[config.mk]
export PLATFORM = sky130hd
export DESIGN_NAME = bktt_ram
export DESIGN_NICKNAME = d
export VERILOG_FILES = /design/src/hdl/bktt_ram.sv
export SDC_FILE = /design/constraint.sdc
export NUM_CORES = 1
export LEC_CHECK = 0
export BUFFER_PORTS_ARGS = -buffer_cell sky130_fd_sc_hd__buf_2
export CAP_MARGIN = 15
export CORE_MARGIN = 4
export CORE_UTILIZATION = 60
export DETAILED_ROUTE_END_ITERATION = 10
export HOLD_SLACK_MARGIN = 0.06
export PLACE_DENSITY_LB_ADDON = 0.15
export SLEW_MARGIN = 20
export SYNTH_ARGS = -nofsm -noshare
export SYNTH_HDL_FRONTEND = slang
export SYNTH_SLANG_ARGS = --single-unit
[constraint.sdc]
create_clock -name clk_i -period 2.3 [get_ports clk_i]
set_input_delay 0.46 -clock clk_i [delete_from_list [all_inputs] [get_ports clk_i]]
set_output_delay 0.46 -clock clk_i [all_outputs]
set_load 0.005 [all_outputs]
[src/hdl/bktt_ram.sv]
// bktt_ram: generic simple dual port ram, one write and one read port
// read data registered, no reset on the array
// no dependencies
module bktt_ram #(
  parameter int unsigned WIDTH = 8,
  parameter int unsigned DEPTH = 16,
  parameter int unsigned AW    = (DEPTH > 1) ? $clog2(DEPTH) : 1
) (
  input  logic             clk_i,
  input  logic             we_i,
  input  logic [AW-1:0]    waddr_i,
  input  logic [WIDTH-1:0] wdata_i,
  input  logic [AW-1:0]    raddr_i,
  output logic [WIDTH-1:0] rdata_o
);

  logic [WIDTH-1:0] mem_q [DEPTH];
  logic [WIDTH-1:0] rdata_q;

  always_ff @(posedge clk_i) begin
    if (we_i) begin
      mem_q[waddr_i] <= wdata_i;
    end
    rdata_q <= mem_q[raddr_i];
  end

  assign rdata_o = rdata_q;

endmodule

* Yosys cells after proc, flatten, opt, wreduce, memory -nomap -nowiden
Memory sizes are Yosys's and may differ from the RTL's. A register that Yosys moved wholly into a read port is not among the register bits.
Index checks and enable logic that the tools add are counted.
Widths: inputs -> output; s select.
** Word-level totals
- RAM bits :: 128
- Register bits :: 0
- Output and inout bits :: 8
- Memories :: 1
** Operators by class
- Muxes and demuxes :: 2
** Memories
- mem_q :: depth 16, width 8, read ports 1, clocked after Yosys merged registers in 1, wr ports 1, RTL line 17 : logic [WIDTH-1:0] mem_q [DEPTH];
** Operator list (count)
- $mux 1 :: 2

* Logic depth before layout (Yosys ltp)
Gate-level depths: netlist of run 1.
- Word-level depth :: 2
- Depth in mapped cells :: 5
- Depth with buffers taken out :: 3

* Worst setup path before layout of run 1
OpenSTA, ideal clock, no wires.
- Kind :: input -> register
- From :: input waddr_i[2]
- To :: memory mem_q[0][0] (enable)
- Buffers on the path :: 0
- Arrival time :: 1570 ps
- Setup time :: 383 ps
- Required time :: 1917 ps
- Setup slack :: 347 ps
- Stages on the path :: 2
- Cell sequence :: or3b_2 nor3_1
** RTL lines
- start: declaration :: RTL line 11 : input logic [AW-1:0] waddr_i,
- end: declaration :: RTL line 17
Straight into the memory's write port.

==> results of run 1 <==
[flip-flops by register name, summed over array words and instances (netlist names)]
register and cells:
mem_q 128, rdata_o 8
[per-layer routing]
metal	global-route usage	routed length, um	vias up
met2	0.3332	5010	113
met1	0.3044	3972	1285
met3	0.06228	737	14
met4	0.07358	170	0
met5	0	0	-
li1	-	-	1081
[placed cells by master (no fill, tap or decap), types with 3 or more instances in the layout]
cell type and count:
nor3_1 4, mux4_2 18, nor2_1 13, buf_2 25, mux4_1 14, clkbuf_16 16
inv_6 3, buf_4 18, clkinv_4 4, nand2_1 9, a22oi_1 16, clkinvlp_4 3
clkbuf_8 3, dfxtp_1 8, edfxtp_1 128
[final timing paths]
check,endpoint,startpoint,cells after the start
max,rdata_o[0],raddr_i[0],5
min,mem_q[0][1],wdata_i[1],1
max reg2reg,rdata_o[0],mem_q[1][0],3
min reg2reg,rdata_o[3],mem_q[15][3],3
[final cells by class]
| cell class | count | area [sq um] | area share |
|---|---|---|---|
| tap | 105 | 131.4 | 0.02178 |
| multi-input combinational | 83 | 1057 | 0.1753 |
| timing repair buffer | 45 | 300.3 | 0.04978 |
| clock buffer | 19 | 441.7 | 0.07322 |
| sequential | 136 | 4004 | 0.6638 |
| clock inverter | 13 | 97.59 | 0.01618 |
[cells by family (layout without fill, tap and decap cells)]
| group | after synthesis | in the layout | synth area share |
|---|---|---|---|
| buffers and inverters | 10 | 77 | 0.01677 |
| AOI/OAI and AO/OA | 16 | 16 | 0.02334 |
| DFF | 136 | 136 | 0.7778 |
| muxes | 32 | 32 | 0.1502 |
| and+or+nand+nor | 35 | 35 | 0.03184 |
[critical path, cell delays in order]
cell and delay, ns:
buf_2 0.11, buf_12 0.23, mux4_1 0.60, a22oi_1 0.34
nand2_1 0.09
[per-stage QoR]
stage	area [sq um]	std cells
after floorplan	5147	229
after global placement	5493	369
after detailed placement	5493	369
after CTS	6032	401
after global routing	6032	401
final	6032	401
[power by group]
| part | internal [mW] | leakage, nW | total [mW] | switching [mW] |
|---|---|---|---|---|
| clock | 1.39 | 0.259 | 2.39 | 1.00 |
| sequential | 2.77 | 1.22 | 2.79 | 0.0166 |
| combinational | 0.111 | 0.586 | 0.252 | 0.141 |
==> reports/metrics.cfg, run 1 <==
[die]
ioPinCount = 26
rows = 33
die_x_um = 100.6
die_height_um = 100.6
start_util = 0.6202
die-area_sq_um = 10130
core_sq_um = 8299

[synthesis]
synth_area_leader_cell = edfxtp_1
synth-edff-count = 128
seq_area_frac_synth = 0.7778
synthDistinctLibCells = 19
synth_area_per_cell_sq_um = 22.48
synth_commonest_cells = edfxtp_1 (128), mux4_2 (18), a22oi_1 (16)
syn_area_sq_um = 5147
postSynthCellCount = 229
syn_nets = 247
yosysMostFrequentCell = edfxtp_1
synth_area_leaders = edfxtp_1 (75%), mux4_2 (7.9%), mux4_1 (7.1%)
synthFlopType = edfxtp_1
synth_top_area_share = 0.7467
synth_seq_cells = 136
async_reset_ff_frac = 0
ys_warn_count = 0

[routing]
drt_wl_total_um = 9891
drt_iter0_drc = 233
via_count = 2493
routedWlPerCell_um = 24.67
viasPerCell = 6.217
firstDrtPassIters = 4
drc_errors = 0
ant_nets = 0

[global_routing]
grt_overflow = 0
antenna_found_initial = 0
grt_max_degree = 33
grt_pass1_vias = 2548
grt.total_usage = 0.2170
grt_pass1_wl_um = 15210

[cts]
cts_resized = 0
post_cts_buffers = 0
cts_htree_levels = 4
cts_sinks = 136
cts_tree = done
postCtsHoldBufs = 0
clkSlewWorstSetupHoldPaths_ns = 0.06
clock_latency_ns = 0.51
cts-root-buf = clkbuf_8
cts_buffer_depth = 2
numCtsBuffers = 17

[worst_setup_path]
crit_fanout = 32
arrival_ns = 1.86
start_kind = input port
rrSetupSlack_ns = 0.86
critical_path_class = in2reg
worstPathRequired_ns = 2.69
crit_path_end_kind = flip-flop

[layout]
fillerInstances = 486
final_nets = 301
fin_util = 0.7268
drive_above_1_share = 0.3209
antennaDiodeCount = 0
syn_to_final_growth_pct = 17.19

[sta]
worst_slew_pin_slew_ns = 0.7349
rsz0062_at_grt = false
setup_viol = 0
clock_skew_ns = 0.009663
finalMaxSlewViolations = 0
finalCriticalPeriod_ns = 1.469
finalHoldViolCount = 0
slew_headroom = 0.5083
period_share = 0.6386
fmax_mhz = 680.8
fin_ws_ns = 0.8311
fin_tns_setup_ns = 0
hold_slack_ns = 0.3328

[power_and_ir_drop]
power.total_mw = 5.432
leakage_nw = 2.068
p_per_area_nw_per_um2 = 900.5
peakVddDrop_mv = 0.5971

[placed_design]
numPortBuffers = 25
dp_slack_ns = 0.3357
gp_congestion = 0.7536
hpwl_um = 6175

[hold_path]
hold_class = in2reg

[run_status]
status = finished, final reports clean

[flow_run]
drv_cap = 0

Note: power is estimated with default switching activity, not from simulation.
==> run 2: changes to the inputs <==
- clock period: 2.3 -> 1.5 ns (I/O delays scaled with it)
==> run 2 against run 1 <==
Compared with the run above:
- die area stayed put
- clock skew is 0.0036 ns lower
- register-to-register slack worse by 0.74 ns
- largest cell class unchanged
==> reports/metrics.cfg, run 2 (synthesis results as in run 1) <==
[routing]
via_count = 2509  ; +0.64%
routedWlPerCell_um = 23.56  ; -4.5%
ant_nets = 0  ; unchanged
firstDrtPassIters = 4  ; unchanged
drc_errors = 0  ; unchanged
drt_wl_total_um = 9684  ; -2.1%
viasPerCell = 6.105  ; -1.8%
drt_iter0_drc = 201  ; -14%

[sta]
clock_skew_ns = 0.006100  ; -0.003563 ns
finalCriticalPeriod_ns = 1.378
rsz0062_at_grt = false
hold_slack_ns = 0.1633  ; -0.1694 ns
fmax_mhz = 725.5
fin_tns_setup_ns = 0  ; unchanged
finalMaxSlewViolations = 0  ; unchanged
fin_ws_ns = 0.1216  ; -0.7095 ns
worst_slew_pin_slew_ns = 0.7621  ; +0.02722 ns
period_share = 0.9189
setup_viol = 0  ; unchanged
slew_headroom = 0.4909  ; -0.01738
finalHoldViolCount = 0  ; unchanged

[global_routing]
grt_pass1_vias = 2620  ; +2.8%
antenna_found_initial = 0  ; unchanged
grt_pass1_wl_um = 15140  ; -0.45%
grt_max_degree = 18  ; -45%
grt.total_usage = 0.2118  ; -0.005228
grt_overflow = 0  ; unchanged

[run_status]
status = finished, final reports clean

[power_and_ir_drop]
comb_power_share = 0.047  ; about the same
p_seq_frac = 0.475  ; -0.038
power.total_mw = 8.993  ; +66%
clkPwrFrac = 0.478  ; +0.038
p_sw_frac = 0.1982  ; -0.01567
p_per_area_nw_per_um2 = 1440  ; +60%
leakage_nw = 2.178  ; +5.3%
p_switching_mw = 1.782  ; +53%
peakVddDrop_mv = 1.011  ; +69%
p_int_mw = 7.211  ; +69%

[die]
die-area_sq_um = 10130  ; unchanged
rows = 33  ; unchanged
start_util = 0.6202  ; unchanged
core_sq_um = 8299  ; unchanged
ioPinCount = 26  ; unchanged
die_height_um = 100.6  ; unchanged
die_x_um = 100.6  ; unchanged

[layout]
top_register = mem_q
layout_commonest_cell = edfxtp_1
mostFrequentLayoutCells = edfxtp_1 (128), buf_2 (25), buf_4 (24), mux4_2 (18)
syn_to_final_growth_pct = 21.37
final_nets = 311  ; +3.3%
antennaDiodeCount = 0  ; unchanged
drive_above_1_share = 0.3464  ; +0.02546
fillerInstances = 446  ; -8.2%
largest_reg_flops = 128  ; unchanged
final-seq-area_sq_um = 4004  ; unchanged
multi_input_area_sq_um = 1062  ; +0.47%

[placed_design]
gp_congestion = 0.7435  ; -1.3%
numPortBuffers = 25  ; unchanged
dp_slack_ns = -0.2640  ; -0.5998 ns
hpwl_um = 6176  ; about the same

[cts]
cts_tree = done
cts_htree_levels = 4  ; unchanged
cts_resized = 0  ; unchanged
numCtsBuffers = 17  ; unchanged
post_cts_buffers = 0  ; unchanged
cts-root-buf = clkbuf_8
cts_buffer_depth = 2  ; unchanged
clock_latency_ns = 0.51  ; about the same
postCtsHoldBufs = 0  ; unchanged
cts_sinks = 136  ; unchanged
clkSlewWorstSetupHoldPaths_ns = 0.06  ; about the same

[worst_setup_path]
worstPathRequired_ns = 1.90  ; -0.79 ns
crit_fanout = 1  ; -97%
rr_worst_depth = 3  ; unchanged
arrival_ns = 1.77  ; -0.09 ns
crit_path_end_kind = flip-flop
critical_path_class = reg2reg
start_kind = flip-flop

[hold_path]
hold_depth = 1  ; unchanged
hold_class = in2reg

[flow_run]
drv_cap = 0  ; unchanged

run 2: worst max-delay path: stages, from the launching register on:
cell and delay (ns):
edfxtp_1 0.36, mux4_1 0.52, a22oi_1 0.30, nand2_1 0.09
run 2: path summary, 6_finish.rpt:
path / endpoint / slack [ns] / from
min reg2reg: rdata_o[0] / 0.68 / mem_q[15][0]
max reg2reg: rdata_o[0] / 0.12 / mem_q[0][0]
max: rdata_o[0] / 0.12 / mem_q[0][0]
min: mem_q[12][1] / 0.16 / wdata_i[1]
run 2: routing by layer:
layer  wire length [um]  share of wire  vias up  global-route usage
met5                  0              0        -                   0
met4                124          0.013        0             0.06839
met3                333          0.034       13             0.04844
met2               4911           0.51       62              0.3337
met1               4314           0.45     1332              0.2991
li1                   -              -     1102                   -
run 2: power by group through the flow:
stage,Clock [mW],Sequential (mW),Combinational [mW]
global placement,0,4.35,0.413
detailed placement,0,4.35,0.424
global route,4.56,4.28,0.457
CTS,4.35,4.28,0.429
finish,4.29,4.27,0.424
floorplan,0,4.35,0.216
run 2: through the flow:
step,cell area (sq um),util,instances
after global placement,5623,0.6775,379
after CTS,6247,0.7528,411
final,6247,0.7528,411
after detailed placement,5623,0.6775,379
after global routing,6247,0.7528,411
after floorplan,5152,-,229
run 2: layout make-up:
cell class | instances | area share
Clock inverter | 13 | 0.03084
Tap cell | 105 | 0.02103
Timing Repair Buffer | 55 | 0.06810
Multi-Input combinational cell | 83 | 0.1700
Sequential cell | 136 | 0.6409
Clock buffer | 19 | 0.06910
==> run 3: changes to the inputs <==
- ABC_AREA: unset -> 1
- RECOVER_POWER: unset -> 50
==> run 3 against run 2 <==
Compared with the run above:
- die area grew 11%
- fmax increased by 6.9%
- power up 4.2%
- global-route usage is 3.5 points higher
- sequential share of layout area is 5.1 points lower
- synthesized area increased by 12%
- sequential power hardly changed
==> reports/metrics.cfg, run 3 <==
[cts]
postCtsHoldBufs = 0  ; unchanged
post_cts_buffers = 0  ; unchanged
clock_latency_ns = 0.52  ; about the same
cts-root-buf = clkbuf_8
cts_resized = 0  ; unchanged
cts_buffer_depth = 2  ; unchanged
clkSlewWorstSetupHoldPaths_ns = 0.06  ; about the same
cts_htree_levels = 4  ; unchanged
cts_tree = done
numCtsBuffers = 17  ; unchanged
cts_sinks = 136  ; unchanged

[layout]
mostFrequentLayoutCells = nand2_1 (173), edfxtp_1 (128), inv_1 (100), nand3_1 (97), buf_4 (22)
largest_reg_flops = 128  ; unchanged
multi_input_area_sq_um = 1214  ; +14%
antennaDiodeCount = 0  ; unchanged
top_register = mem_q
fin_util = 0.7307  ; -0.02202
final_nets = 616  ; +98%
final_cell_count_no_fill = 740  ; +80%
fillerInstances = 655  ; +47%
syn_to_final_growth_pct = 17.64
final-seq-area_sq_um = 4004  ; unchanged
drive_above_1_share = 0.1244  ; -0.2220
layout_commonest_cell = nand2_1

[die]
start_util = 0.6212  ; +0.0009269
die_x_um = 106.0  ; +5.4%
core_sq_um = 9284  ; +12%
ioPinCount = 26  ; unchanged
die-area_sq_um = 11240  ; +11%
die_height_um = 106.0  ; +5.4%
rows = 35  ; +6.1%

[worst_setup_path]
crit_path_end_kind = primary output
crit_fanout = 1  ; unchanged
crit_path_max_incr_delay_ns = 0.35  ; -0.17 ns
worstPathRequired_ns = 1.20  ; -0.70 ns
start_kind = flip-flop
arrival_ns = 0.99  ; -0.78 ns
path_buf_inv = 1  ; +1
rr_worst_depth = 6  ; +3
rr_startpoint = mem_q[6][3]
worstPathCellList = buf_2
worst_path_max_delay_cell = dfxtp_1
cp.depth = 1  ; -2
rr_endpoint = rdata_o[3]
critical_path_class = reg2out
crit_family = flip-flops
rrSetupSlack_ns = 0.44  ; +0.32 ns

[global_routing]
grt_max_degree = 33  ; +15
grt_pass1_vias = 3825  ; +46%
grt_overflow = 0  ; unchanged
grt_pass1_wl_um = 20550  ; +36%
grt.total_usage = 0.2471  ; +0.03533
antenna_found_initial = 0  ; unchanged

[synthesis]
synth_commonest_cells = nand2_1 (173), edfxtp_1 (128), inv_1 (100)
synth-edff-count = 128  ; unchanged
seq_area_frac_synth = 0.6943  ; -0.08354
ys_warn_count = 0  ; unchanged
synthDistinctLibCells = 12  ; -7
synth_area_per_cell_sq_um = 10.47  ; -53%
async_reset_ff_frac = 0  ; unchanged
synth_top_area_share = 0.6665  ; -0.08020
postSynthCellCount = 551  ; +140%
synth_seq_cells = 136  ; unchanged
synth_area_leader_cell = edfxtp_1
syn_area_sq_um = 5767  ; +12%
syn_nets = 569  ; +130%
synth_area_leaders = edfxtp_1 (67%), nand2_1 (11%), nand3_1 (8.4%)
synthFlopType = edfxtp_1
yosysMostFrequentCell = nand2_1

[sta]
period_share = 0.8599  ; -0.05906
slew_headroom = 0.3570  ; -0.1338
finalHoldViolCount = 0  ; unchanged
fmax_mhz = 775.3  ; +6.9%
fin_tns_setup_ns = 0  ; unchanged
clock_skew_ns = 0.006173  ; +0.00007305 ns
rsz0062_at_grt = false
finalMaxSlewViolations = 0  ; unchanged
worst_slew_pin_slew_ns = 0.9644  ; +0.2023 ns
setup_viol = 0  ; unchanged
finalCriticalPeriod_ns = 1.290  ; -0.08859 ns

[power_and_ir_drop]
p_switching_mw = 1.975  ; +11%
p_sw_frac = 0.2108  ; +0.01261
comb_power_share = 0.057  ; +0.010
peakVddDrop_mv = 0.7970  ; -21%
power.total_mw = 9.371  ; +4.2%
p_int_mw = 7.395  ; +2.6%
p_per_area_nw_per_um2 = 1381  ; -4.0%
p_seq_frac = 0.456  ; -0.019
clkPwrFrac = 0.486  ; +0.008
leakage_nw = 2.959  ; +36%

[hold_path]
hold_class = in2reg
min_from = raddr_i[3]
hold_depth = 3  ; +2
whs_endpoint = rdata_o[5]

[routing]
drc_errors = 0  ; unchanged
via_count = 3925  ; +56%
ant_nets = 0  ; unchanged
routedWlPerCell_um = 17.28  ; -27%
drt_wl_total_um = 12780  ; +32%
viasPerCell = 5.304  ; -13%
firstDrtPassIters = 5  ; +1
drt_iter0_drc = 290  ; +44%

[placed_design]
numPortBuffers = 25  ; unchanged
gp_congestion = 0.8254  ; +11%
dp.cells = 708  ; +87%
hpwl_um = 7615  ; +23%

[run_status]
status = finished, final reports clean

[flow_run]
drv_cap = 0  ; unchanged

## run 3: changes by cell type after synthesis, sizes merged, moves of 3 or more
cell,change
buf,+17
nand3,+96
nor3,-4
mux4,-32
clkdlybuf4s25,-3
inv,+102
nand2,+164
a22oi,-16
nor2,+4
## run 3: cells by family (layout without fill, tap and decap cells)
group,after synthesis,in the layout,synth area share
buf+inv,126,186,0.09525
flops,136,136,0.6943
simple gates,289,289,0.2105
## run 3: layout make-up
| class | count | share of cell area |
|---|---|---|
| Inverter | 102 | 0.05644 |
| Timing Repair Buffer | 52 | 0.05349 |
| Multi-Input combinational cell | 289 | 0.1789 |
| Tap cell | 129 | 0.02379 |
| Sequential cell | 136 | 0.5902 |
| Clock buffer | 19 | 0.06511 |
| Clock inverter | 13 | 0.03209 |
## run 3: how the worst max path moves through the flow
stage,slack (ns),startpoint,to
after floorplan,0.25,waddr_i[2],mem_q[10][0]
after global routing,0.19,rdata_o[2],rdata_o[2]
after CTS,0.20,rdata_o[7],rdata_o[7]
after global placement,0.15,raddr_i[0],rdata_o[1]
after detailed placement,0.13,raddr_i[0],rdata_o[0]
final,0.21,rdata_o[7],rdata_o[7]
## run 3: power by group through the flow
stage	logic, mW	clock network (mW)	registers (mW)
global route	0.596	4.80	4.28
detailed placement	0.532	0	4.35
global placement	0.522	0	4.35
finish	0.538	4.56	4.27
floorplan	0.300	0	4.35
CTS	0.542	4.60	4.27
## run 3: per-stage QoR
| stage | cell area [sq um] | setup WS [ns] | hold slack [ns] |
|---|---|---|---|
| 2_1_floorplan | 5767 | 0.2492 | 0.3989 |
| 3_3_place_gp | 6140 | 0.1531 | 0.6246 |
| 3_5_place_dp | 6140 | 0.1251 | 0.6312 |
| 4_1_cts | 6799 | 0.2027 | 0.1012 |
| 5_1_grt | 6784 | 0.1882 | 0.1091 |
| 6_report | 6784 | 0.2102 | 0.1194 |
## run 3: routing by layer
layer / global-route usage / wire length (um) / part of all wire / vias to the layer above
li1: - / - / - / 1871
met1: 0.3214 / 5200 / 0.41 / 1855
met2: 0.4044 / 6242 / 0.49 / 170
met3: 0.04675 / 926 / 0.072 / 29
met4: 0.1166 / 415 / 0.032 / 0
met5: 0 / 0 / 0 / -
